[config.mk]
export PLATFORM = sky130hd
export DESIGN_NAME = g2u_emit_flat
export DESIGN_NICKNAME = d
export VERILOG_FILES = /design/src/rtl/core/g2u_pkg.sv /design/src/rtl/core/g2u_if.sv /design/src/rtl/core/g2u_emit.sv /design/src/flat_wrapper.sv
export SDC_FILE = /design/constraint.sdc
export NUM_CORES = 1
export LEC_CHECK = 0
export BUFFER_PORTS_ARGS = -buffer_cell sky130_fd_sc_hd__buf_4
export CAP_MARGIN = 40
export CORE_MARGIN = 4
export CORE_UTILIZATION = 30
export CTS_CLUSTER_SIZE = 25
export DETAILED_ROUTE_END_ITERATION = 8
export PLACE_DENSITY = 0.57
export SLEW_MARGIN = 0
export SYNTH_ARGS = -nofsm -noshare
export SYNTH_HDL_FRONTEND = slang
export SYNTH_SLANG_ARGS = --single-unit
[constraint.sdc]
create_clock -name clk -period 3 [get_ports clk]
set_input_delay 0.45 -clock clk [delete_from_list [all_inputs] [get_ports clk]]
set_output_delay 0.45 -clock clk [all_outputs]
set_load 0.03 [all_outputs]
[src/rtl/core/g2u_pkg.sv]
package g2u_pkg;

  // Table geometry
  localparam int unsigned TABLE_DEPTH_DEF = 24066;
  localparam int unsigned IDX_W           = 16;

  // GBK byte ranges
  localparam logic [7:0] LEAD_MIN    = 8'h81;
  localparam logic [7:0] TRAIL_MIN   = 8'h40;
  localparam logic [7:0] BYTE_BAD    = 8'hFF;
  localparam logic [7:0] LEAD_STRIDE = 8'hBF;

  // UTF-8 three-byte framing
  localparam logic [3:0] UTF8_LEAD3 = 4'hE;
  localparam logic [1:0] UTF8_CONT  = 2'b10;

  typedef enum logic {
    OP_CONVERT  = 1'b0,
    OP_TABLE_WR = 1'b1
  } opcode_t;

  // Emitter states
  typedef enum logic [2:0] {
    EM_IDLE,
    EM_PLAIN,
    EM_B0,
    EM_B1,
    EM_B2
  } emit_state_t;

  // Item parked between the decode stage and the emitter
  typedef struct packed {
    logic       valid;
    logic       pair;   // 1: table lookup, 0: plain byte
    logic       ok;     // pair in range, table read issued
    logic [7:0] data;   // plain byte value
  } g2u_item_t;

endpackage

[src/rtl/core/g2u_if.sv]


interface g2u_out_if;
  logic       valid;
  logic       ready;
  logic [7:0] out_byte;
  logic       run_last;

  modport source (
    output valid, out_byte, run_last,
    input  ready
  );
  modport sink (
    input  valid, out_byte, run_last,
    output ready
  );
endinterface

[src/rtl/core/g2u_emit.sv]
module g2u_emit
  import g2u_pkg::*;
(
  input  logic        clk,
  input  logic        rst_n,
  input  g2u_item_t   item,
  input  logic [15:0] rd_data,
  output logic        item_take,
  g2u_out_if.source   out_ch
);

  emit_state_t state_r, state_nxt, load_state;
  logic [15:0] code_r, code_nxt;
  logic [7:0]  plain_r, plain_nxt;
  logic        fire;
  logic        done;

  assign fire = out_ch.valid && out_ch.ready;
  assign done = (state_r == EM_IDLE) || (fire && out_ch.run_last);

  // Pull the parked item once the current run has gone out
  assign item_take = item.valid && done;

  // Where a taken item starts; empty lookups drop out here
  always_comb begin
    if (!item.pair) begin
      load_state = EM_PLAIN;
    end else if (item.ok && (rd_data != 16'h0000)) begin
      load_state = EM_B0;
    end else begin
      load_state = EM_IDLE;
    end
  end

  // Next state
  always_comb begin
    state_nxt = state_r;
    if (fire && !out_ch.run_last) begin
      unique case (state_r)
        EM_B0:   state_nxt = EM_B1;
        EM_B1:   state_nxt = EM_B2;
        default: state_nxt = state_r;
      endcase
    end
    if (done) begin
      state_nxt = item.valid ? load_state : EM_IDLE;
    end
  end

  // Payload capture
  always_comb begin
    code_nxt  = code_r;
    plain_nxt = plain_r;
    if (item_take) begin
      code_nxt  = rd_data;
      plain_nxt = item.data;
    end
  end

  // Outputs
  always_comb begin
    out_ch.valid    = 1'b1;
    out_ch.out_byte = plain_r;
    out_ch.run_last = 1'b0;
    unique case (state_r)
      EM_IDLE: begin
        out_ch.valid = 1'b0;
      end
      EM_PLAIN: begin
        out_ch.run_last = 1'b1;
      end
      EM_B0: begin
        out_ch.out_byte = {UTF8_LEAD3, code_r[15:12]};
      end
      EM_B1: begin
        out_ch.out_byte = {UTF8_CONT, code_r[11:6]};
      end
      EM_B2: begin
        out_ch.out_byte = {UTF8_CONT, code_r[5:0]};
        out_ch.run_last = 1'b1;
      end
      default: begin
        out_ch.valid = 1'b0;
      end
    endcase
  end

  always_ff @(posedge clk) begin
    if (!rst_n) begin
      state_r <= EM_IDLE;
    end else begin
      state_r <= state_nxt;
    end
  end

  always_ff @(posedge clk) begin
    code_r  <= code_nxt;
    plain_r <= plain_nxt;
  end

  // The last UTF-8 byte only follows the middle one
  a_b2_order: assert property (@(posedge clk) disable iff (!rst_n)
    (state_r == EM_B2) |-> ($past(state_r) == EM_B1 || $past(state_r) == EM_B2))
    else $error("third byte out of sequence");

  // A finished run with nothing parked leaves the emitter empty
  a_drain: assert property (@(posedge clk) disable iff (!rst_n)
    (fire && out_ch.run_last && !item.valid) |=> (state_r == EM_IDLE))
    else $error("emitter not empty after last byte");

  // A multi-byte code never starts with a zero code point
  a_nonzero: assert property (@(posedge clk) disable iff (!rst_n)
    (state_r == EM_B0) |-> (code_r != 16'h0000))
    else $error("zero code point emitted");

endmodule

[src/flat_wrapper.sv]
// flat-port wrapper written by rule: the top's interface ports become plain ports
module g2u_emit_flat import g2u_pkg::*;
  (clk, rst_n, item, rd_data, item_take, out_ch_valid, out_ch_out_byte, out_ch_run_last, out_ch_ready);
  g2u_out_if out_ch_i ();
  input  logic clk;
  input  logic rst_n;
  input  g2u_item_t item;
  input  logic [15:0] rd_data;
  output logic item_take;
  output wire logic [$bits(out_ch_i.valid)-1:0] out_ch_valid;
  output wire logic [$bits(out_ch_i.out_byte)-1:0] out_ch_out_byte;
  output wire logic [$bits(out_ch_i.run_last)-1:0] out_ch_run_last;
  input wire logic [$bits(out_ch_i.ready)-1:0] out_ch_ready;
  assign out_ch_valid = out_ch_i.valid;
  assign out_ch_out_byte = out_ch_i.out_byte;
  assign out_ch_run_last = out_ch_i.run_last;
  assign out_ch_i.ready = out_ch_ready;
  g2u_emit u_core (.clk(clk), .rst_n(rst_n), .item(item), .rd_data(rd_data), .item_take(item_take), .out_ch(out_ch_i));
endmodule
Yosys cells after proc, flatten, opt, wreduce, memory -nomap -nowiden. Index checks and enable logic that the tools add are counted.

Register bits after elaboration: 27. Bits of input ports: 30. Output and inout port bits: 11.

Eq/ne operators: 4. Muxes and demuxes: 9. Reductions and logical operators: 14.

Operator list (count): 8-bit case mux with 3 select lines (1); 16-bit nonzero test (1); 3-bit 2-to-1 mux (4); 3-bit by 2-bit equality test with 1-bit output, second input constant (2); 3-bit case mux with 2 select lines (1); 1-bit logical AND (5); 4-bit OR reduction (1); 3-bit by 1-bit equality test with 1-bit output, second input constant (1); 3-bit equality test, second input constant (1); 3-bit zero test (1); 3-bit nonzero test (1); 1-bit 2-to-1 mux (2); 2-bit 2-to-1 mux (1); 2-bit AND reduction (1); 2-bit nonzero test (1); 2-bit OR reduction (1); 1-bit zero test (1); 1-bit logical OR (1).

Longest topological paths before layout. Gate-level depths: netlist of run 1.

Depth after elaboration: 8. Gate-level depth with buffers: 5. Mapped depth without buffers: 4.

Worst setup path before layout of run 1. No wires, ideal clock.

Kind: input -> output. Start: input port out_ch_ready. End: output port item_take. Arrival time: 2.202 ns. Data required time: 2.550 ns. Path slack: 0.348 ns. Stages: 3. Buffers on the path: 0. Cell sequence: nand2b_1 a21oi_1 nor2b_1.

Word-level cells in the longest chain between the ends: 4.

RTL lines: start: declaration (RTL line flat_wrapper.sv:13) `input wire logic [$bits(out_ch_i.ready)-1:0] out_ch_ready;`; 1-bit logical AND (RTL line g2u_emit.sv:18) `assign fire = out_ch.valid && out_ch.ready;`; 1-bit logical AND (RTL line g2u_emit.sv:19) `assign done = (state_r == EM_IDLE) || (fire && out_ch.run_last);`; 1-bit logical OR (RTL line g2u_emit.sv:19); 1-bit logical AND (RTL line g2u_emit.sv:22) `assign item_take = item.valid && done;`; end: declaration (RTL line flat_wrapper.sv:9) `output logic item_take;`.

Every way passes these cells.

Final worst setup path of run 1.
Start: register u_core.state_r[0]. End: output port out_ch_out_byte[5].

Word-level cells in the longest chain between the ends: 2.

RTL lines: start: declaration (RTL line g2u_emit.sv:12) `emit_state_t state_r, state_nxt, load_state;`; start signal: assignment (RTL line g2u_emit.sv:92) `state_r <= state_nxt;`; 3-bit equality test / 3-bit by 2-bit equality test with 1-bit output (equally long branches) (RTL line g2u_emit.sv:65) `unique case (state_r)`; 8-bit case mux with 3 select lines (*) (RTL line g2u_emit.sv:65); end: declaration (RTL line flat_wrapper.sv:11) `output wire logic [$bits(out_ch_i.out_byte)-1:0] out_ch_out_byte;`.

Mark *: on every way between the ends. The rest lies on a longest branch, timed or not.

==> metrics.yaml, run 1 <==
ys_seq_area_share_pct: 63.2
hold_violations: 0
cts_num_sinks: 27
clock.fmax_ghz: 0.417
fill_cells: 400
power_frac_seq_pct: 56.0
die_w_um: 72.2
antenna_found_initial: 0
wl_per_cell_um: 15.9
die_height_um: 72.2
drc: 0
core_area_mm2: 0.00400
power_switching_uw: 213
placed_area_mm2: 0.00157
yosysTopAreaCell: "edfxtp_1"
clockBufferDepth: 2
fin_crit_ns: 2.40
postCtsResizedCells: 0
io_pins: 41
grt_pass1_vias: 999
portBuffers: 40
switching_share_pct: 26.1
hold_path.class: "in -> reg"
synth_area_leaders: "edfxtp_1, o22ai_1, dfxtp_1"
min_period_over_period_pct: 79.8
initial_core_util_pct: 30.9
syn_inst: 99
synth_nets: 129
grt_remaining_overflow: 0
status: "finished clean"
slew_viol_final: 0
yosys.cell_types.count: 28
met1_usage_pct: 15.4
power_frac_comb_pct: 18.8
ys_ff_latch: 27
slew_headroom_pct: 56.3
final_area_mm2: 0.00162
crit_arrival_ns: 1.95
post_cts_buffers: 0
ys_warn_count: 0
holdBufCountCts: 0
grtUsageMet3_pct: 3.46
clkTransAtPathRegs_ns: 0.10
p_int_uw: 601
total_power_uw: 814
top_usage_layer: "met2"
endpoint_kind: "primary output"
fin_tns_setup_ns: 0
utilization_pct: 40.4
drv_cap: 0
ir_drop_mv: 0.255
nets: 170
powerDensity_mw_per_mm2: 504
grt_use_met2_pct: 19.2
tightest_slew_ns: 0.655
syn-mean-instance-area_um2: 12.5
leakagePower_nw: 0.613
grt_usage_pct: 11.7
cp_max_fo: 20
rows: 23
rsz0062_at_grt: "no"
cts-htree-levels: 1
drt_first_iter_violations: 34
grt_max_degree: 21
cp.required_ns: 2.55
fin_ws_ns: 0.605
synth_top_area_share_pct: 58.3
cp-start-kind: "flop"
diodes: 0
antenna_left: 0
routed_wirelength_mm: 3.00
grt_pass1_wl_mm: 4.69
pre_cts_slack_ns: 0.936
drive_above_1_share_pct: 33.8
areaGrowthSynthToFinish_pct: 30.7
power_frac_clock_pct: 25.2
via_per_inst: 5.18
firstDrtPassIters: 4
fin_cells: 189
timing.hold.ws_ns: 0.347
numPlacedInstances: 185
cts_tree: "done"
cts_buffers: 3
syn_area_mm2: 0.00124
clock_latency_ns: 0.27
cts-root-buf: "clkbuf_8"
path_class: "reg -> out"
fp.dieArea_mm2: 0.00521
fin_skew_ns: 0.00752
setup_viol: 0
place_congestion: 0.766
vias: 979
-- routing by layer --
layer	vias to the layer above	part of all wire, %
met5	-	0
met4	0	0.47
met3	4	7.9
met2	36	48
met1	465	44
li1	474	-
-- cell usage after synthesis, drive strengths merged --
master and instances:
nand4b 2, a21boi 2, or3 1, nor4 4, o22ai 10, o21ai 2
a21o 1, edfxtp 24, xnor2 1, dfxtp 3, nand2 4, nor3b 1
nor2 3, o22a 6, a31oi 1, nand2b 6, inv 4, nand4 1
a21oi 10, buf 6, nor2b 3, o2bb2ai 1, a221oi 1, o311ai 1
o221ai 1
-- cell usage in the layout, fill, tap and decap left out, types with 2 or more instances in the layout --
| master | netlist | routed |
|---|---|---|
| dfxtp_1 | 3 | 3 |
| nor4_1 | 4 | 4 |
| o22ai_1 | 10 | 10 |
| a21oi_1 | 10 | 10 |
| o21ai_0 | 2 | 2 |
| nor2_1 | 3 | 3 |
| nor2b_1 | 3 | 2 |
| o22a_1 | 6 | 6 |
| buf_4 | 2 | 42 |
| clkbuf_8 | 0 | 3 |
| nand2_1 | 4 | 4 |
| edfxtp_1 | 24 | 24 |
| inv_1 | 4 | 4 |
| nand2b_1 | 6 | 6 |
| nand4b_1 | 2 | 2 |
-- critical path: stages, from the launching register on --
cell and delay, ns:
dfxtp_1 0.75, nand2b_1 0.30, o22a_1 0.18, o22ai_1 0.07, a21oi_1 0.18, buf_4 0.20
-- power groups by stage --
stage / clock, mW / combinational (mW) / sequential, mW
2_1_floorplan: 0 / 0.0906 / 0.455
3_3_place_gp: 0 / 0.151 / 0.463
3_5_place_dp: 0 / 0.154 / 0.464
4_1_cts: 0.210 / 0.154 / 0.455
5_1_grt: 0.229 / 0.164 / 0.458
6_report: 0.205 / 0.153 / 0.455
-- path summary, 6_finish.rpt --
check / from / endpoint / cells past startpoint / slack (ns)
setup / recovery: u_core.state_r[0]$_SDFFE_PN0P_ / out_ch_out_byte[5] / 5 / 0.60
hold / removal: item[4] / u_core.plain_r[4]$_DFFE_PP_ / 1 / 0.35
setup reg to reg: u_core.state_r[2]$_SDFFE_PN0P_ / u_core.code_r[8]$_DFFE_PP_ / 4 / 1.06
hold reg to reg: u_core.state_r[2]$_SDFFE_PN0P_ / u_core.state_r[2]$_SDFFE_PN0P_ / 2 / 0.71
-- sequential cells by signal, indices dropped and copies added (netlist names) --
signal,count
u_core.plain_r,8
u_core.state_r,3
u_core.code_r,16
-- area by class of cell --
class,count,area (µm²),area share [%]
multi-input cells,62,395,24.5
clock buffers,3,41.3,2.56
flip-flops and latches,27,781,48.3
repair buffers,42,315,19.5
well taps,50,62.6,3.87
clock inverters,1,5.00,0.310
inverters,4,15.0,0.930
-- logic make-up after synthesis --
family / Yosys count / share of synthesized area (%)
AOI/OAI and AO/OA: 36 / 19.3
xor gates and xnor gates: 1 / 0.709
buffers and inverters: 10 / 5.06
DFF: 27 / 63.2
and+or+nand+nor: 25 / 11.7
Note: power is estimated with default switching activity, not from simulation.
==> run 2: changes to the inputs <==
--- a/config.mk
+++ b/config.mk
@@ -5,6 +5,7 @@
 export SDC_FILE = /design/constraint.sdc
 export NUM_CORES = 1
 export LEC_CHECK = 0
+export ABC_AREA = 1
 export BUFFER_PORTS_ARGS = -buffer_cell sky130_fd_sc_hd__buf_4
 export CAP_MARGIN = 40
 export CORE_MARGIN = 4
==> constraint.sdc (replaced) <==
create_clock -name clk -period 2.4 [get_ports clk]
set_input_delay 0.36 -clock clk [delete_from_list [all_inputs] [get_ports clk]]
set_output_delay 0.36 -clock clk [all_outputs]
set_load 0.03 [all_outputs]
==> metrics.yaml, run 2 <==
status: "finished clean"
timing.hold.ws_ns: 0.259  # -0.0880 ns
ys_seq_area_share_pct: 65.6  # +2.5 points
vias: 921  # -5.9%
grt_usage_pct: 10.6  # -1.1 points
setup_viol: 0  # unchanged
yosys.area_share.adder_pct: 0  # unchanged
synth_top_area_share_pct: 60.6  # +2.3 points
die_w_um: 71.0  # -1.7%
muxShareOfSynthArea_pct: 0  # unchanged
leakagePower_nw: 0.682  # +11%
grt_max_degree: 16  # -24%
cp_cell_sequence: "nor2_4 -> inv_2 -> nor2_4 -> nor2_4 -> nand2_1 -> nand4_1 -> buf_4"
hold_path.class: "in -> reg"
wl_per_cell_um: 12.4  # -22%
fp.dieArea_mm2: 0.00504  # -3.3%
cts-htree-levels: 1  # unchanged
drive_above_1_share_pct: 39.0  # +5.2 points
fin_tns_setup_ns: 0  # unchanged
synthTopCellsByCount: "nand2_1, edfxtp_1, nor2_1, inv_2"
fin_crit_ns: 1.93
die_height_um: 71.0  # -1.7%
path_class: "reg -> out"
top_usage_layer: "met2"
pre_cts_slack_ns: 0.776  # -0.160 ns
diodes: 0  # unchanged
cts_buffers: 3  # unchanged
clockBufferDepth: 2  # unchanged
synth_nets: 143  # +11%
clock_latency_ns: 0.27  # about the same
path_common_cell: "nor2_4"
synth.most_common_cell: "nand2_1"
clock.fmax_ghz: 0.518
slew_headroom_pct: 77.6  # +21 points
met1_usage_pct: 12.7  # -2.7 points
place_congestion: 0.854  # +12%
holdBufCountCts: 0  # unchanged
ir_drop_mv: 0.462  # +81%
nets: 190  # +12%
cts_tree: "done"
syn_inst: 113  # +14%
tightest_slew_ns: 0.336  # -0.319 ns
crit_family: "simple AND/OR/NAND/NOR gates"
post_cts_buffers: 0  # unchanged
rsz0062_at_grt: "no"
largest_register_ffs: 16  # unchanged
drt_first_iter_violations: 29  # -15%
ys_warn_count: 0  # unchanged
postCtsResizedCells: 0  # unchanged
synth_edf_count: 24  # unchanged
cp.required_ns: 2.04  # -0.51 ns
yosysTopAreaCell: "edfxtp_1"
hold_violations: 0  # unchanged
utilization_pct: 43.1  # +2.8 points
seq_area_um2: 781  # unchanged
endpoint_kind: "primary output"
synthSimpleGateAreaFrac_pct: 27.7  # +16 points
io_pins: 41  # unchanged
drc: 0  # unchanged
cts-root-buf: "clkbuf_8"
cts_num_sinks: 27  # unchanged
areaGrowthSynthToFinish_pct: 35.8
slowest_delay_ns: 0.39  # -0.36 ns
synth-main-ff-cell: "edfxtp_1"
fin_skew_ns: 0.00203  # -0.00549 ns
dp_hpwl_mm: 2.09
slew_viol_final: 0  # unchanged
syn_area_mm2: 0.00119  # -3.7%
synth_area_leaders: "edfxtp_1, nand2_1, dfxtp_1"
synth_compound_area_share_pct: 4.21  # -15 points
firstDrtPassIters: 4  # unchanged
clkTransAtPathRegs_ns: 0.09  # about the same
portBuffers: 40  # unchanged
ys_ff_latch: 27  # unchanged
mostFrequentLayoutCell: "buf_4"
reg_top3: "u_core.code_r x16, u_core.plain_r x8, u_core.state_r x3"
rows: 22  # -4.3%
crit_arrival_ns: 1.57  # -0.38 ns
drv_cap: 0  # unchanged
async_flop_share_pct: 0  # unchanged
initial_core_util_pct: 31.8  # +0.88 points
cp_slowest_cell: "dfxtp_1"
yosys.cell_types.count: 16  # -43%
cp_max_fo: 9  # -55%
grt_remaining_overflow: 0  # unchanged
core_area_mm2: 0.00374  # -6.4%
fill_cells: 384  # -4.0%
critPathBufInv: 2  # +1
grt_pass1_vias: 966  # -3.3%
antenna_found_initial: 0  # unchanged
largest_register: "u_core.code_r"
routed_wirelength_mm: 2.57  # -14%
powerDensity_mw_per_mm2: 1070  # +110%
synth_top_family_by_area: "simple AND/OR/NAND/NOR gates"
final_cell_mix: "buf_4, nand2_1, edfxtp_1"
multi_input_area_um2: 383  # -3.2%
antenna_left: 0  # unchanged
via_per_inst: 4.45  # -14%
grtUsageMet3_pct: 3.13  # -0.34 points
fin_ws_ns: 0.468  # -0.136 ns
min_period_over_period_pct: 80.5
cp-start-kind: "flop"
grt_use_met2_pct: 18.3  # -0.88 points
syn-mean-instance-area_um2: 10.5  # -16%
grt_pass1_wl_mm: 4.19  # -11%
synth_xor_area_share_pct: 0  # -0.71 points
run 2: where the power goes:
group | leakage (nW) | internal, mW | total, mW | switching (mW)
logic | 0.404 | 0.266 | 0.779 | 0.512
registers | 0.252 | 0.651 | 0.703 | 0.0525
clock network | 0.0255 | 0.116 | 0.252 | 0.136
run 2: kinds of logic (layout without fill, tap and decap cells):
| kind of cell | Yosys count | after routing |
|---|---|---|
| buffers and inverters | 8 | 54 |
| AOI/OAI and AO/OA | 8 | 8 |
| DFF | 27 | 27 |
| and+or+nand+nor | 70 | 70 |
run 2: layer usage:
metal  up-vias  share of wire, %
met4         0              0.86
met3         2               6.2
met1       426                44
li1        469                 -
met5         -                 0
met2        24                49
run 2: through the flow:
step,instances,instance area (µm²),power [mW]
after floorplan,113,1190,1.22
after detailed placement,203,1570,1.50
after global routing,207,1620,1.85
after CTS,207,1620,1.76
final,207,1620,1.73
after global placement,203,1570,1.50
run 2: path summary, 6_finish.rpt:
kind | from | endpoint | slack, ns | cells after the start
hold / removal | item[4] | u_core.plain_r[4]$_DFFE_PP_ | 0.26 | 1
setup / recovery | u_core.state_r[0]$_SDFFE_PN0P_ | out_ch_out_byte[0] | 0.47 | 7
hold reg to reg | u_core.state_r[2]$_SDFFE_PN0P_ | u_core.state_r[2]$_SDFFE_PN0P_ | 0.59 | 2
setup reg to reg | u_core.state_r[0]$_SDFFE_PN0P_ | u_core.code_r[8]$_DFFE_PP_ | 0.84 | 4
run 2: final cells by class:
type	instances	area share [%]
clock buffer	3	2.56
clock inverter	1	0.310
inverter	8	1.86
multi-input combinational	78	23.7
sequential	27	48.3
tap	48	3.72
timing repair buffer	42	19.5
