$ cat config.mk
export PLATFORM = sky130hd
export DESIGN_NAME = g2u_front_flat
export DESIGN_NICKNAME = d
export VERILOG_FILES = /design/src/rtl/core/g2u_pkg.sv /design/src/rtl/core/g2u_if.sv /design/src/rtl/core/g2u_front.sv /design/src/flat_wrapper.sv
export SDC_FILE = /design/constraint.sdc
export NUM_CORES = 1
export LEC_CHECK = 0
export ABC_AREA = 1
export BUFFER_PORTS_ARGS = -buffer_cell sky130_fd_sc_hd__buf_2
export CORE_MARGIN = 4
export CORE_UTILIZATION = 55
export CTS_BUF_LIST = sky130_fd_sc_hd__clkbuf_4 sky130_fd_sc_hd__clkbuf_8
export DETAILED_ROUTE_END_ITERATION = 10
export GPL_TIMING_DRIVEN = 0
export PLACE_DENSITY = 0.84
export RECOVER_POWER = 100
export SYNTH_ARGS = -nofsm -noshare
export SYNTH_HDL_FRONTEND = slang
export SYNTH_SLANG_ARGS = --single-unit
$ cat constraint.sdc
create_clock -name clk -period 7.45 [get_ports clk]
set_clock_uncertainty 0.05 [all_clocks]
set_input_delay 1.49 -clock clk [delete_from_list [all_inputs] [get_ports clk]]
set_output_delay 1.49 -clock clk [all_outputs]
set_load 0.01 [all_outputs]
$ cat src/rtl/core/g2u_pkg.sv
package g2u_pkg;

  // Table geometry
  localparam int unsigned TABLE_DEPTH_DEF = 24066;
  localparam int unsigned IDX_W           = 16;

  // GBK byte ranges
  localparam logic [7:0] LEAD_MIN    = 8'h81;
  localparam logic [7:0] TRAIL_MIN   = 8'h40;
  localparam logic [7:0] BYTE_BAD    = 8'hFF;
  localparam logic [7:0] LEAD_STRIDE = 8'hBF;

  // UTF-8 three-byte framing
  localparam logic [3:0] UTF8_LEAD3 = 4'hE;
  localparam logic [1:0] UTF8_CONT  = 2'b10;

  typedef enum logic {
    OP_CONVERT  = 1'b0,
    OP_TABLE_WR = 1'b1
  } opcode_t;

  // Emitter states
  typedef enum logic [2:0] {
    EM_IDLE,
    EM_PLAIN,
    EM_B0,
    EM_B1,
    EM_B2
  } emit_state_t;

  // Item parked between the decode stage and the emitter
  typedef struct packed {
    logic       valid;
    logic       pair;   // 1: table lookup, 0: plain byte
    logic       ok;     // pair in range, table read issued
    logic [7:0] data;   // plain byte value
  } g2u_item_t;

endpackage

$ cat src/rtl/core/g2u_if.sv
interface g2u_in_if;
  logic        valid;
  logic        ready;
  logic        opcode;
  logic [7:0]  data_byte;
  logic        end_of_text;
  logic [14:0] table_index;
  logic [15:0] table_value;

  modport source (
    output valid, opcode, data_byte, end_of_text, table_index, table_value,
    input  ready
  );
  modport sink (
    input  valid, opcode, data_byte, end_of_text, table_index, table_value,
    output ready
  );
endinterface


$ cat src/rtl/core/g2u_front.sv
module g2u_front
  import g2u_pkg::*;
#(
  parameter int unsigned TABLE_DEPTH = TABLE_DEPTH_DEF,
  parameter int unsigned AW          = $clog2(TABLE_DEPTH)
) (
  input  logic          clk,
  input  logic          rst_n,
  g2u_in_if.sink        in_ch,
  output logic          wr_en,
  output logic [AW-1:0] wr_addr,
  output logic [15:0]   wr_data,
  output logic          rd_en,
  output logic [AW-1:0] rd_addr,
  output g2u_item_t     item_r,
  input  logic          item_take
);

  localparam logic [IDX_W-1:0] DEPTH_W = IDX_W'(TABLE_DEPTH);

  logic             lead_pending_r, lead_pending_nxt;
  logic             lead_ok_r, lead_ok_nxt;
  logic [14:0]      lead_base_r, lead_base_nxt;
  g2u_item_t        item_nxt;
  logic             accept;
  logic             is_conv;
  logic [6:0]       lead_off;
  logic [IDX_W-1:0] pair_idx;
  logic [IDX_W-1:0] wr_idx;
  logic             trail_ok;
  logic             pair_ok;

  // Take a new transfer when the parked item is empty or leaves this cycle
  assign in_ch.ready = !item_r.valid || item_take;
  assign accept      = in_ch.valid && in_ch.ready;
  assign is_conv     = (opcode_t'(in_ch.opcode) == OP_CONVERT);

  // Table write; a write lands before any later trail reads it
  assign wr_idx  = {1'b0, in_ch.table_index};
  assign wr_en   = accept && !is_conv && (wr_idx < DEPTH_W);
  assign wr_addr = in_ch.table_index[AW-1:0];
  assign wr_data = in_ch.table_value;

  // Row offset of a lead byte, computed once when the lead arrives
  assign lead_off = in_ch.data_byte[6:0] - LEAD_MIN[6:0];

  // Pair index from the stored row offset
  assign pair_idx = {1'b0, lead_base_r} + IDX_W'(in_ch.data_byte - TRAIL_MIN);
  assign trail_ok = (in_ch.data_byte >= TRAIL_MIN) && (in_ch.data_byte != BYTE_BAD);
  assign pair_ok  = lead_ok_r && trail_ok && (pair_idx < DEPTH_W);

  assign rd_en   = accept && is_conv && lead_pending_r && pair_ok;
  assign rd_addr = pair_idx[AW-1:0];

  // Decode accepted items
  always_comb begin
    lead_pending_nxt = lead_pending_r;
    lead_ok_nxt      = lead_ok_r;
    lead_base_nxt    = lead_base_r;
    item_nxt         = item_r;
    if (item_take) begin
      item_nxt.valid = 1'b0;
    end
    if (accept && is_conv) begin
      if (lead_pending_r) begin
        lead_pending_nxt = 1'b0;
        item_nxt.valid   = 1'b1;
        item_nxt.pair    = 1'b1;
        item_nxt.ok      = pair_ok;
        item_nxt.data    = in_ch.data_byte;
      end else if (in_ch.data_byte[7]) begin
        lead_pending_nxt = !in_ch.end_of_text;
        lead_ok_nxt      = (in_ch.data_byte >= LEAD_MIN) && (in_ch.data_byte != BYTE_BAD);
        lead_base_nxt    = 15'(15'(lead_off) * 15'(LEAD_STRIDE));
      end else begin
        item_nxt.valid = 1'b1;
        item_nxt.pair  = 1'b0;
        item_nxt.ok    = 1'b0;
        item_nxt.data  = in_ch.data_byte;
      end
    end
  end

  // Lead and parked item registers
  always_ff @(posedge clk) begin
    if (!rst_n) begin
      lead_pending_r <= 1'b0;
      lead_ok_r      <= 1'b0;
      lead_base_r    <= '0;
      item_r         <= '0;
    end else begin
      lead_pending_r <= lead_pending_nxt;
      lead_ok_r      <= lead_ok_nxt;
      lead_base_r    <= lead_base_nxt;
      item_r         <= item_nxt;
    end
  end

  // A parked item holds while the emitter is busy
  a_item_hold: assert property (@(posedge clk) disable iff (!rst_n)
    (item_r.valid && !item_take) |=> (item_r.valid && $stable(item_r)))
    else $error("parked item changed while stalled");

  // A table read always parks a pair item in the next cycle
  a_read_pair: assert property (@(posedge clk) disable iff (!rst_n)
    rd_en |=> (item_r.valid && item_r.pair && item_r.ok))
    else $error("table read without pair item");

  // No read and write in the same cycle
  a_rw_excl: assert property (@(posedge clk) disable iff (!rst_n)
    !(rd_en && wr_en))
    else $error("table read and write overlap");

endmodule

$ cat src/flat_wrapper.sv
// flat-port wrapper written by rule: the top's interface ports become plain ports
module g2u_front_flat import g2u_pkg::*;
#(
  parameter int unsigned TABLE_DEPTH = TABLE_DEPTH_DEF,
  parameter int unsigned AW          = $clog2(TABLE_DEPTH)
)
  (clk, rst_n, wr_en, wr_addr, wr_data, rd_en, rd_addr, item_r, item_take, in_ch_valid, in_ch_opcode, in_ch_data_byte, in_ch_end_of_text, in_ch_table_index, in_ch_table_value, in_ch_ready);
  g2u_in_if in_ch_i ();
  input  logic clk;
  input  logic rst_n;
  output logic wr_en;
  output logic [AW-1:0] wr_addr;
  output logic [15:0] wr_data;
  output logic rd_en;
  output logic [AW-1:0] rd_addr;
  output g2u_item_t item_r;
  input  logic item_take;
  input wire logic [$bits(in_ch_i.valid)-1:0] in_ch_valid;
  input wire logic [$bits(in_ch_i.opcode)-1:0] in_ch_opcode;
  input wire logic [$bits(in_ch_i.data_byte)-1:0] in_ch_data_byte;
  input wire logic [$bits(in_ch_i.end_of_text)-1:0] in_ch_end_of_text;
  input wire logic [$bits(in_ch_i.table_index)-1:0] in_ch_table_index;
  input wire logic [$bits(in_ch_i.table_value)-1:0] in_ch_table_value;
  output wire logic [$bits(in_ch_i.ready)-1:0] in_ch_ready;
  assign in_ch_i.valid = in_ch_valid;
  assign in_ch_i.opcode = in_ch_opcode;
  assign in_ch_i.data_byte = in_ch_data_byte;
  assign in_ch_i.end_of_text = in_ch_end_of_text;
  assign in_ch_i.table_index = in_ch_table_index;
  assign in_ch_i.table_value = in_ch_table_value;
  assign in_ch_ready = in_ch_i.ready;
  g2u_front #(.TABLE_DEPTH(TABLE_DEPTH), .AW(AW)) u_core (.clk(clk), .rst_n(rst_n), .in_ch(in_ch_i), .wr_en(wr_en), .wr_addr(wr_addr), .wr_data(wr_data), .rd_en(rd_en), .rd_addr(rd_addr), .item_r(item_r), .item_take(item_take));
endmodule
Word-level counts from Yosys, hierarchy flattened
Index checks and enable logic that the tools add are counted.
{"block": "classes", "n_addsub": 3, "multipliers": 1, "magnitude_cmp": 4, "n_eq_ne": 2, "mux": 6, "bitwise_logic": 2, "reduce_logical": 15}
{"operator": "two-way mux 11 bit", "count": 3}
{"operator": "adder 15 x 16 -> 16 bit", "count": 1}
{"operator": "less-than comparator 16 x 15 -> 1 bit (second input constant)", "count": 1}
{"operator": "less-than comparator 15 bit (second input constant)", "count": 1}
{"operator": "multiplier 7 x 8 -> 15 bit (second input constant)", "count": 1}
{"operator": "logical AND 1 bit", "count": 10}
{"operator": "subtractor 8 x 7 -> 9 bit (second input constant)", "count": 1}
{"operator": "greater-or-equal comparator 8 x 7 -> 1 bit (second input constant)", "count": 1}
{"operator": "greater-or-equal comparator 8 bit (second input constant)", "count": 1}
{"operator": "!= test 8 bit (second input constant)", "count": 1}
{"operator": "subtractor 7 x 1 -> 7 bit (second input constant)", "count": 1}
{"operator": "two-way mux 1 bit", "count": 3}
{"operator": "AND reduction 3 bit", "count": 1}
{"operator": "logical NOT 1 bit", "count": 2}
{"operator": "!= test 2 x 1 -> 1 bit (second input constant)", "count": 1}
{"operator": "inverter 1 bit", "count": 2}
{"operator": "AND reduction 2 bit", "count": 1}
{"operator": "logical OR 1 bit", "count": 1}
{"block": "word_totals", "reg_bits": 28, "input_bits": 45, "elab_cells": 40}

Longest topological paths before layout
Gate-level depths: netlist of the first run.
{"block": "depth", "word_depth": 6, "mapped_depth": 27, "mapped_depth_nobuf": 27}

Worst setup path before layout of the first run
OpenSTA, ideal clock, no wires.
{"block": "synth_timing", "kind": "input -> register", "from": "in in_ch_data_byte[1]", "to": "reg u_core.lead_base_r[12]", "arrival_ns": 6.055, "slack_ns": 1.288, "cell_stages": 21, "path_buffers": 0, "cell_sequence": "inv_1 > ha_1 > nand2_1 > or3_1 > xor2_1 > fa_1 > xor2_1 > xor2_1 > fa_1 > inv_1 > fa_1 > inv_1 > ha_1 > a21oi_1 > o21ai_1 > a21oi_1 > o21bai_1 > or2_0 > nand3_1 > o211ai_1 > inv_1"}
{"block": "synth_between", "elab_chain_cells": 2}
{"element": "from (decl)", "line": "flat_wrapper.sv:20", "source": "input wire logic [$bits(in_ch_i.data_byte)-1:0] in_ch_data_byte;"}
{"element": "subtractor 7 x 1 -> 7 bit", "line": "g2u_front.sv:45", "source": "assign lead_off = in_ch.data_byte[6:0] - LEAD_MIN[6:0];"}
{"element": "multiplier 7 x 8 -> 15 bit", "line": "g2u_front.sv:74", "source": "lead_base_nxt = 15'(15'(lead_off) * 15'(LEAD_STRIDE));"}
{"element": "to (signal assigned)", "line": "g2u_front.sv:94", "source": "lead_base_r <= lead_base_nxt;"}
{"element": "to (decl)", "line": "g2u_front.sv:23", "source": "logic [14:0] lead_base_r, lead_base_nxt;"}
No other way between the ends.
A chain may end at the register's enable or synchronous reset.

Worst setup path in the final report of the first run
Ends and elaborated chain as after synthesis.

==> out/qor.txt, run 1 <==
Outcome - completed
Commonest non-fill, non-tap cell in the layout - inv_1
Crit share post-route - 0.9099
Worst r2r dst - u_core.item_r[8]
Max clock buf depth - 2
Most used cell along the critical path - inv_1
Synthesized Nets - 649
Synth Warn # - 0
Vias/cell - 5.093
Die height - 90.38 um
Antenna violations before repair - 0
Clk slew on worst S/H paths - 0.10 ns
Leak pwr - 2.368 nW
Buffers on Ports - 87
Power, Total - 1.080 mW
Critical Path Sink Type - register
Final hold vios - 0
Setup TNS - 0 ns
Largest net degree at the start of global routing - 17
GR Util All Layers - 0.2098
Slowest-stage cell, CP - fa_1
Asr flop ratio synth - 0
Synth Instances - 530
Net Sw Frac - 0.4851
CP Class - in -> reg
WL final - 8693 um
Worst EP required - 7.63 ns
Die footprint - 8168 um2
Design Area, Final - 4242 um2
Die W - 90.38 um
Initial Util - 0.5779
Post-CTS Resized - 0
Non-filler cells, final - 698
Power share of the sequential group - 0.153
Remaining global-route overflow - 0
CORE AREA - 6459 um2
Cell Pwr Density - 254.6 nW/um2
Sink Count - 28
DR vias - 3,555
Critical path, cell by cell - clkbuf_1 > inv_1 > ha_1 > nand2_1 > or3_1 > xor2_1 > fa_1 > xor2_1 > xor2_1 > fa_1 > inv_1 > fa_1 > inv_1 > ha_1 > a21oi_1 > o21ai_0 > a21oi_1 > o21bai_1 > or2_0 > nand3_1 > o211ai_1 > inv_1
Ant diodes - 0
Clk pwr share - 0.111
IO Count - 105
Iter 0 DRT Violations - 161
Max H-tree Level - 1
Startpoint Class - primary input
Fin. max-slew vios - 0
Postcts setup bufs - 0
Number of CTS-inserted buffers - 3
P_sw - 0.5238 mW
Routability cong. - 0.8982
Root Driver - clkbuf_8
Hold depth - 2
Vias in the first global route - 3,397
CTS Hold Bufs - 0
HP Start - u_core.item_r[9]
Area of the multi-input gates - 2495 um2
Cell Int Power - 0.5560 mW
Worst skew pair latency - 0.28 ns
Max stage delay on crit path - 0.60 ns
Ys flop type - dfxtp_1
Seq cells post-synth - 28
CTS tree - yes
Hold-critical path endpoint - u_core.item_r[9]
Site Rows - 29
CP Data Arrival Time - 6.96 ns
Yosys cell types - 41
RR Startpoint - u_core.lead_base_r[0]
Number of synthesized flops with an enable pin - 0
RSZ-0062 raised after global routing - no
Seq/Total Area, Yosys - 0.1502
Max Cap Viol - 0
Fmax - 147.5 MHz
R2r setup slk - 5.14 ns
Comb power frac - 0.736
Synthesized area per cell - 7.042 um2
Final setup vio count - 0
Post-DRT Antenna Nets - 0
DR WL/cell - 12.45 um
Iteration count of the initial detailed-routing pass - 4
Most frequent cells in the layout - inv_1, nand2_1, ha_1
Peak supply drop - 0.2498 mV
Hold Path Class - reg -> reg
Final Critical Period - 6.779 ns
Post-DP Area - 4264 um2
Fill count - 617
HPWL after DPL - 7614 um
FF/Latch Area - 560.5 um2
Fraction of layout cells with a size suffix above 1 - 0.1433
Worst-margin pin slew - 0.6619 ns
R2R depth - 17
Critical-path maximum fanout - 6
Global-route wire length before repair - 14,720 um
Post-Syn Area - 3732 um2
Area growth syn-to-layout - 13.64%
Residual DRC count - 0
Placed cells - 694
Nets - 741
Relative slew margins - 0.5573
how the worst max path moves through the flow:
stage                             startpoint  slack, ns                     end  cells past startpoint
after floorplan           in_ch_data_byte[1]       1.29  u_core.lead_base_r[12]                     21
after global placement    in_ch_data_byte[1]       0.60  u_core.lead_base_r[12]                     22
after detailed placement  in_ch_data_byte[1]       0.48  u_core.lead_base_r[12]                     22
after CTS                 in_ch_data_byte[1]       0.75  u_core.lead_base_r[12]                     22
after global routing      in_ch_data_byte[1]       0.16  u_core.lead_base_r[12]                     22
final                     in_ch_data_byte[1]       0.67  u_core.lead_base_r[12]                     22
synthesized netlist by cell type (2+ instances only):
| cell type | n | share of area |
|---|---|---|
| buf_2 | 4 | 0.0054 |
| ha_1 | 60 | 0.20 |
| clkbuf_1 | 2 | 0.0020 |
| a21oi_1 | 30 | 0.040 |
| nand4_1 | 7 | 0.012 |
| dfxtp_1 | 28 | 0.15 |
| nand3_1 | 20 | 0.027 |
| buf_4 | 31 | 0.062 |
| nor3_1 | 4 | 0.0054 |
| xor2_1 | 12 | 0.028 |
| nor2_2 | 2 | 0.0034 |
| o21ai_1 | 13 | 0.017 |
| fa_1 | 14 | 0.075 |
| o21bai_1 | 3 | 0.0060 |
| o21ai_0 | 17 | 0.023 |
| inv_1 | 99 | 0.10 |
| a21o_1 | 4 | 0.0080 |
| a21oi_2 | 5 | 0.012 |
| a31oi_1 | 2 | 0.0034 |
| inv_2 | 6 | 0.0060 |
| nand3b_1 | 3 | 0.0060 |
| nor2_1 | 41 | 0.041 |
| nand2_1 | 83 | 0.083 |
| xnor2_1 | 8 | 0.019 |
| nand2_2 | 12 | 0.020 |
| nor4_1 | 2 | 0.0034 |
| o211ai_1 | 3 | 0.0060 |
| o21a_1 | 2 | 0.0040 |
power by group through the flow:
| stage | sequential, mW | combinational (mW) | clock [mW] |
|---|---|---|---|
| after floorplan | 0.168 | 0.632 | 0 |
| after global placement | 0.168 | 0.787 | 0 |
| after detailed placement | 0.169 | 0.807 | 0 |
| after CTS | 0.165 | 0.813 | 0.121 |
| after global routing | 0.167 | 0.922 | 0.126 |
| final | 0.165 | 0.795 | 0.120 |
flip-flops by register name (all words and copies together) (netlist names):
register,flops
u_core.lead_base_r,15
u_core.lead_ok_r,1
u_core.lead_pending_r,1
u_core.item_r,11
kinds of logic (layout without fill, tap and decap cells):
family,Yosys count,after routing,share of synthesized area
XOR/XNOR,21,21,0.05129
adder cells (fa/ha/maj),74,74,0.2762
flip-flops,28,28,0.1502
AND/OR/NAND/NOR,179,179,0.2112
AO/OA/AOI/OAI,86,86,0.1358
buffers and inverters,142,233,0.1753
per-stage QoR:
step	utilization	setup WS, ns	hold WS [ns]
2_1_floorplan	-	1.288	0.4184
3_3_place_gp	0.6602	0.6009	0.3963
3_5_place_dp	0.6602	0.4752	0.4037
4_1_cts	0.6713	0.7480	0.4174
5_1_grt	0.6567	0.1577	0.4409
6_report	0.6567	0.6713	0.4181
metal layers:
| layer | vias up | track usage | wire, um |
|---|---|---|---|
| li1 | 1849 | - | - |
| met2 | 92 | 0.4113 | 4596 |
| met4 | 0 | 0.05485 | 89 |
| met5 | - | 0 | 0 |
| met1 | 1606 | 0.2395 | 3658 |
| met3 | 8 | 0.02000 | 348 |
critical path: cells and delay by family:
family | cells | cell delay [ns]
fa+ha+maj | 5 | 2.28
xor+xnor | 3 | 1.12
compound gates | 5 | 0.75
simple gates | 4 | 0.71
buf+inv | 5 | 0.58
area by class of cell:
class,instances,area share
Sequential cell,28,0.1322
Buffer,37,0.06047
Multi-Input combinational cell,360,0.5882
Timing Repair Buffer,87,0.08673
Clock buffer,3,0.009735
Tap cell,77,0.02271
Inverter,105,0.09292
Clock inverter,1,0.007080
Note: power is estimated with default switching activity, not from simulation.
==> run 2, diff against run 1 <==
--- a/config.mk
+++ b/config.mk
@@ -7,6 +7,7 @@
 export LEC_CHECK = 0
 export ABC_AREA = 1
 export BUFFER_PORTS_ARGS = -buffer_cell sky130_fd_sc_hd__buf_2
+export CORE_ASPECT_RATIO = 1.4
 export CORE_MARGIN = 4
 export CORE_UTILIZATION = 55
 export CTS_BUF_LIST = sky130_fd_sc_hd__clkbuf_4 sky130_fd_sc_hd__clkbuf_8
==> run 2 against run 1 <==
  * Total power is 0.61% lower
  * Critical endpoint unchanged
  * Sequential power about the same
  * Critical path depth stayed put
  * Cell area is 0.44% higher
  * Largest power group unchanged
  * Highest routed layer unchanged
  * Clock-buffer cell count did not move
  * Clock power hardly changed
==> out/qor.txt, run 2 (same netlist as run 1, synthesis figures left out) <==
Outcome - completed
Die W - 77.62 um
Max FFs per register - 15
GR Util All Layers - 0.2114
Crit-path leading delay family - adder cells
Iter 0 DRT Violations - 142
Fmax - 147.5 MHz
Relative slew margins - 0.5677
Hold-critical path endpoint - u_core.item_r[9]
HPWL after DPL - 7466 um
Max H-tree Level - 1
Ant diodes - 0
Buffers & Inverters on Critical Path - 5
Die height - 105.5 um
Final hold vios - 0
Postcts setup bufs - 0
Peak supply drop - 0.2356 mV
Max clock buf depth - 2
Final Critical Period - 6.782 ns
Clk slew on worst S/H paths - 0.10 ns
Sink Count - 28
Buffers on Ports - 87
RSZ-0062 raised after global routing - no
Largest regs - u_core.lead_base_r x15, u_core.item_r x11
RR Startpoint - u_core.lead_base_r[0]
Setup WS post-layout - 0.6681 ns
Nets - 741
Residual DRC count - 0
Critical path, cell by cell - clkbuf_1 > inv_1 > ha_1 > nand2_1 > or3_1 > xor2_1 > fa_1 > xor2_1 > xor2_1 > fa_1 > inv_1 > fa_1 > inv_1 > ha_1 > a21oi_1 > o21ai_0 > a21oi_1 > o21bai_1 > or2_0 > nand3_1 > o211ai_1 > inv_1
Post-DRT Antenna Nets - 0
Critical-path maximum fanout - 6
CORE AREA - 6613 um2
Die footprint - 8187 um2
Crit share post-route - 0.9103
Number of CTS-inserted buffers - 3
Top reg by flops - u_core.lead_base_r
Antenna violations before repair - 0
CTS Hold Bufs - 0
Worst r2r dst - u_core.item_r[8]
Design Area, Final - 4260 um2
Final Util - 0.6443
Worst EP required - 7.63 ns
Leak pwr - 2.358 nW
Cell Pwr Density - 251.9 nW/um2
Fin. max-slew vios - 0
Area growth syn-to-layout - 14.15%
Max stage delay on crit path - 0.60 ns
Vias in the first global route - 3,455
Fin Hold WS - 0.4179 ns
Initial Util - 0.5644
Non-filler cells, final - 713
Final setup vio count - 0
R2R depth - 17
Max Cap Viol - 0
Vias/cell - 4.928
Largest net degree at the start of global routing - 17
Power, Total - 1.073 mW
Setup TNS - 0 ns
Most used cell along the critical path - inv_1
Remaining global-route overflow - 0
Worst-margin pin slew - 0.6463 ns
Post-CTS Resized - 0
Commonest non-fill, non-tap cell in the layout - inv_1
R2r setup slk - 5.13 ns
Worst skew pair latency - 0.28 ns
CP Class - in -> reg
Hold Path Class - reg -> reg
Fraction of layout cells with a size suffix above 1 - 0.1417
Post-DP Area - 4283 um2
Hold depth - 2
CTS tree - yes
Iteration count of the initial detailed-routing pass - 5
Slowest-stage cell, CP - fa_1
HP Start - u_core.item_r[9]
Routability cong. - 0.9095
Root Driver - clkbuf_8
DP Worst Slack - 0.4859 ns
Global-route wire length before repair - 14,580 um
DR WL/cell - 11.94 um
DR vias - 3,514
Critical Path Sink Type - register
Placed cells - 709
Startpoint Class - primary input
Site Rows - 35
Most frequent cells in the layout - inv_1, nand2_1, clkbuf_1
IO Count - 105
WL final - 8514 um
CP Data Arrival Time - 6.96 ns
[run 2: layout make-up]
cell class,count,area (um2)
inverters,105,394.1
repair buffers,87,365.4
well taps,92,115.1
multi-input cells,360,2497
plain buffers,37,256.5
fillers,625,2352
clock inverters,1,30.03
clock buffers,3,41.29
flip-flops and latches,28,560.5
[run 2: power by group]
part / switching (mW) / internal (mW) / total, mW
clock network: 0.0465 / 0.0720 / 0.119
registers: 0.00539 / 0.159 / 0.165
logic: 0.465 / 0.325 / 0.790
total: 0.517 / 0.556 / 1.07
[run 2: worst max path at each step]
stage                        endpoint  cells after the start                from  slack [ns]
6_report       u_core.lead_base_r[12]                     22  in_ch_data_byte[1]        0.67
5_1_grt        u_core.lead_base_r[12]                     22  in_ch_data_byte[1]        0.31
4_1_cts        u_core.lead_base_r[12]                     22  in_ch_data_byte[1]        0.77
3_5_place_dp   u_core.lead_base_r[12]                     22  in_ch_data_byte[1]        0.49
3_3_place_gp   u_core.lead_base_r[12]                     22  in_ch_data_byte[1]        0.66
2_1_floorplan  u_core.lead_base_r[12]                     21  in_ch_data_byte[1]        1.29
[run 2: layer usage]
layer | up-vias | track usage | wire [um]
met5 | - | 0 | 0
met4 | 0 | 0.08906 | 316
met3 | 19 | 0.02821 | 427
met2 | 91 | 0.4216 | 4547
met1 | 1560 | 0.2109 | 3222
li1 | 1844 | - | -
[run 2: tightest hold or removal path, stage by stage (launching register included)]
cell,delay [ns]
dfxtp_1,0.32
nand2_1,0.06
a21oi_1,0.05
==> run 3, diff against run 2 <==
--- a/config.mk
+++ b/config.mk
@@ -9,11 +9,12 @@
 export BUFFER_PORTS_ARGS = -buffer_cell sky130_fd_sc_hd__buf_2
 export CORE_ASPECT_RATIO = 1.4
 export CORE_MARGIN = 4
-export CORE_UTILIZATION = 55
+export CORE_UTILIZATION = 56
 export CTS_BUF_LIST = sky130_fd_sc_hd__clkbuf_4 sky130_fd_sc_hd__clkbuf_8
+export CTS_CLUSTER_SIZE = 24
 export DETAILED_ROUTE_END_ITERATION = 10
 export GPL_TIMING_DRIVEN = 0
-export PLACE_DENSITY = 0.84
+export PLACE_DENSITY = 0.85
 export RECOVER_POWER = 100
 export SYNTH_ARGS = -nofsm -noshare
 export SYNTH_HDL_FRONTEND = slang
==> constraint.sdc (replaced) <==
create_clock -name clk -period 8.7 [get_ports clk]
set_clock_uncertainty 0.05 [all_clocks]
set_input_delay 1.74 -clock clk [delete_from_list [all_inputs] [get_ports clk]]
set_output_delay 1.74 -clock clk [all_outputs]
set_load 0.01 [all_outputs]
==> run 3 against run 2 <==
  * Clock-buffer cell count unchanged
  * Cell area fell by 0.56%
  * Flip-flop and latch count did not move
  * First-iteration DRC count down 20%
  * Global-route usage rose by 0.88 points
  * Highest routed layer unchanged
  * Total power down 14%
  * Hold slack improved by 0.0025 ns
  * Cell count is 2.8% lower
  * Die area down 1.6%
  * Core utilization up 2.4 points
  * Clock power fell by 13%
==> out/qor.txt, run 3 (same netlist as run 1, synthesis figures left out) <==
Ant diodes - 0
Leak pwr - 2.365 nW
M3 GR Usage - 0.02668
Die W - 77.00 um
Slowest-stage cell, CP - fa_1
WL final - 8955 um
Iteration count of the initial detailed-routing pass - 4
RSZ-0062 raised after global routing - no
Most frequent cells in the layout - inv_1, nand2_1, clkbuf_1, ha_1, nor2_1
Top reg by flops - u_core.lead_base_r
Area growth syn-to-layout - 13.51%
IO Count - 105
Clk pwr share - 0.112
Number of CTS-inserted buffers - 3
CORE AREA - 6339 um2
Clk slew on worst S/H paths - 0.09 ns
Root Driver - clkbuf_8
Worst EP required - 8.89 ns
Peak supply drop - 0.2906 mV
Fraction of layout cells with a size suffix above 1 - 0.1433
CTS Hold Bufs - 0
Remaining global-route overflow - 0
Die footprint - 8053 um2
Max Cap Viol - 0
Final Critical Period - 7.229 ns
Relative slew margins - 0.4821
Setup WS post-layout - 1.471 ns
Commonest non-fill, non-tap cell in the layout - inv_1
Routability cong. - 0.9005
Largest regs - u_core.lead_base_r x15, u_core.item_r x11
Fin Hold WS - 0.4204 ns
Critical path, cell by cell - clkbuf_1 > inv_1 > ha_1 > nand2_1 > or3_1 > xor2_1 > fa_1 > xor2_1 > xor2_1 > fa_1 > inv_1 > fa_1 > inv_1 > ha_1 > a21oi_1 > o21ai_0 > a21oi_1 > o21bai_1 > or2_0 > nand3_1 > o211ai_1 > inv_1
Initial Util - 0.5888
DR vias - 3,567
Buffers & Inverters on Critical Path - 5
Fin. max-slew vios - 0
Net Sw Frac - 0.4831
Cell Pwr Density - 217.7 nW/um2
Max clock buf depth - 2
Site Rows - 34
Vias in the first global route - 3,501
Levels on crit path - 22
Global-route wire length before repair - 14,850 um
Iter 0 DRT Violations - 114
GRT busiest layer - met2
Antenna violations before repair - 0
DP Worst Slack - 1.498 ns
Power share of the sequential group - 0.153
Nets - 741
Buffers on Ports - 87
Cell Int Power - 0.4767 mW
Setup TNS - 0 ns
Crit share post-route - 0.8309
Final hold vios - 0
Hold Path Class - reg -> reg
Critical-path maximum fanout - 11
Most used cell along the critical path - inv_1
Power, Total - 0.9224 mW
Critical Path Sink Type - register
Comb power frac - 0.735
Fmax - 138.3 MHz
CP Data Arrival Time - 7.41 ns
Crit-path leading delay family - adder cells
CP Class - in -> reg
Post-CTS Resized - 0
DR WL/cell - 12.92 um
Max H-tree Level - 1
Startpoint Class - primary input
Final Util - 0.6684
Worst skew pair latency - 0.28 ns
Sink Count - 28
P_sw - 0.4456 mW
Final setup vio count - 0
Residual DRC count - 0
Vias/cell - 5.147
Largest net degree at the start of global routing - 17
Outcome - completed
Max stage delay on crit path - 0.60 ns
HPWL after DPL - 7702 um
Worst-margin pin slew - 0.7768 ns
R2R depth - 18
Hold depth - 2
M1 GR Usage - 0.2097
GR Util All Layers - 0.2202
Postcts setup bufs - 0
Met2 Use GR - 0.4507
Max FFs per register - 15
Die height - 104.6 um
Post-DRT Antenna Nets - 0
CTS tree - yes
[run 3: final timing paths]
kind	from	to	slack, ns
worst max-delay path	in_ch_data_byte[0]	u_core.lead_base_r[12]	1.47
worst min-delay path	u_core.item_r[9]	u_core.item_r[9]	0.42
worst max register to register	u_core.lead_base_r[0]	u_core.item_r[8]	6.39
worst min register to register	u_core.item_r[9]	u_core.item_r[9]	0.42
[run 3: layout make-up]
cell class | instances | area, um2
fill | 598 | 2102
buffer | 37 | 256.5
timing repair buffer | 87 | 366.6
clock buffer | 3 | 41.29
clock inverter | 1 | 30.03
multi-input combinational | 360 | 2497
tap | 72 | 90.09
sequential | 28 | 560.5
inverter | 105 | 394.1
[run 3: metal layers]
metal,vias to the layer above,part of all wire
met2,108,0.55
met3,18,0.052
met5,-,0
met4,0,0.030
met1,1592,0.37
li1,1849,-
[run 3: power by group through the flow]
stage / registers, mW / clock network [mW] / logic [mW]
floorplan: 0.144 / 0 / 0.541
global placement: 0.144 / 0 / 0.661
detailed placement: 0.144 / 0 / 0.683
CTS: 0.141 / 0.105 / 0.689
global route: 0.143 / 0.108 / 0.780
finish: 0.141 / 0.103 / 0.678
[run 3: metrics by stage]
step	instances	area, um2
6_report	693	4237
5_1_grt	693	4237
4_1_cts	693	4329
3_5_place_dp	689	4258
3_3_place_gp	689	4258
2_1_floorplan	530	3732
[run 3: worst register-to-register path: stages, from the launching register on]
cell and delay, ns:
dfxtp_1 0.34, ha_1 0.18, inv_1 0.06, fa_1 0.43
inv_1 0.10, nand3_1 0.09, nand2_1 0.12, nand2_2 0.07
nand2_1 0.09, nand2_2 0.07, nand2_1 0.12, nand2_1 0.07
nand2_1 0.07, nor2_1 0.05, nand3_2 0.07, nand2_1 0.05
nand2_1 0.06, nand2_2 0.06, a21oi_2 0.10
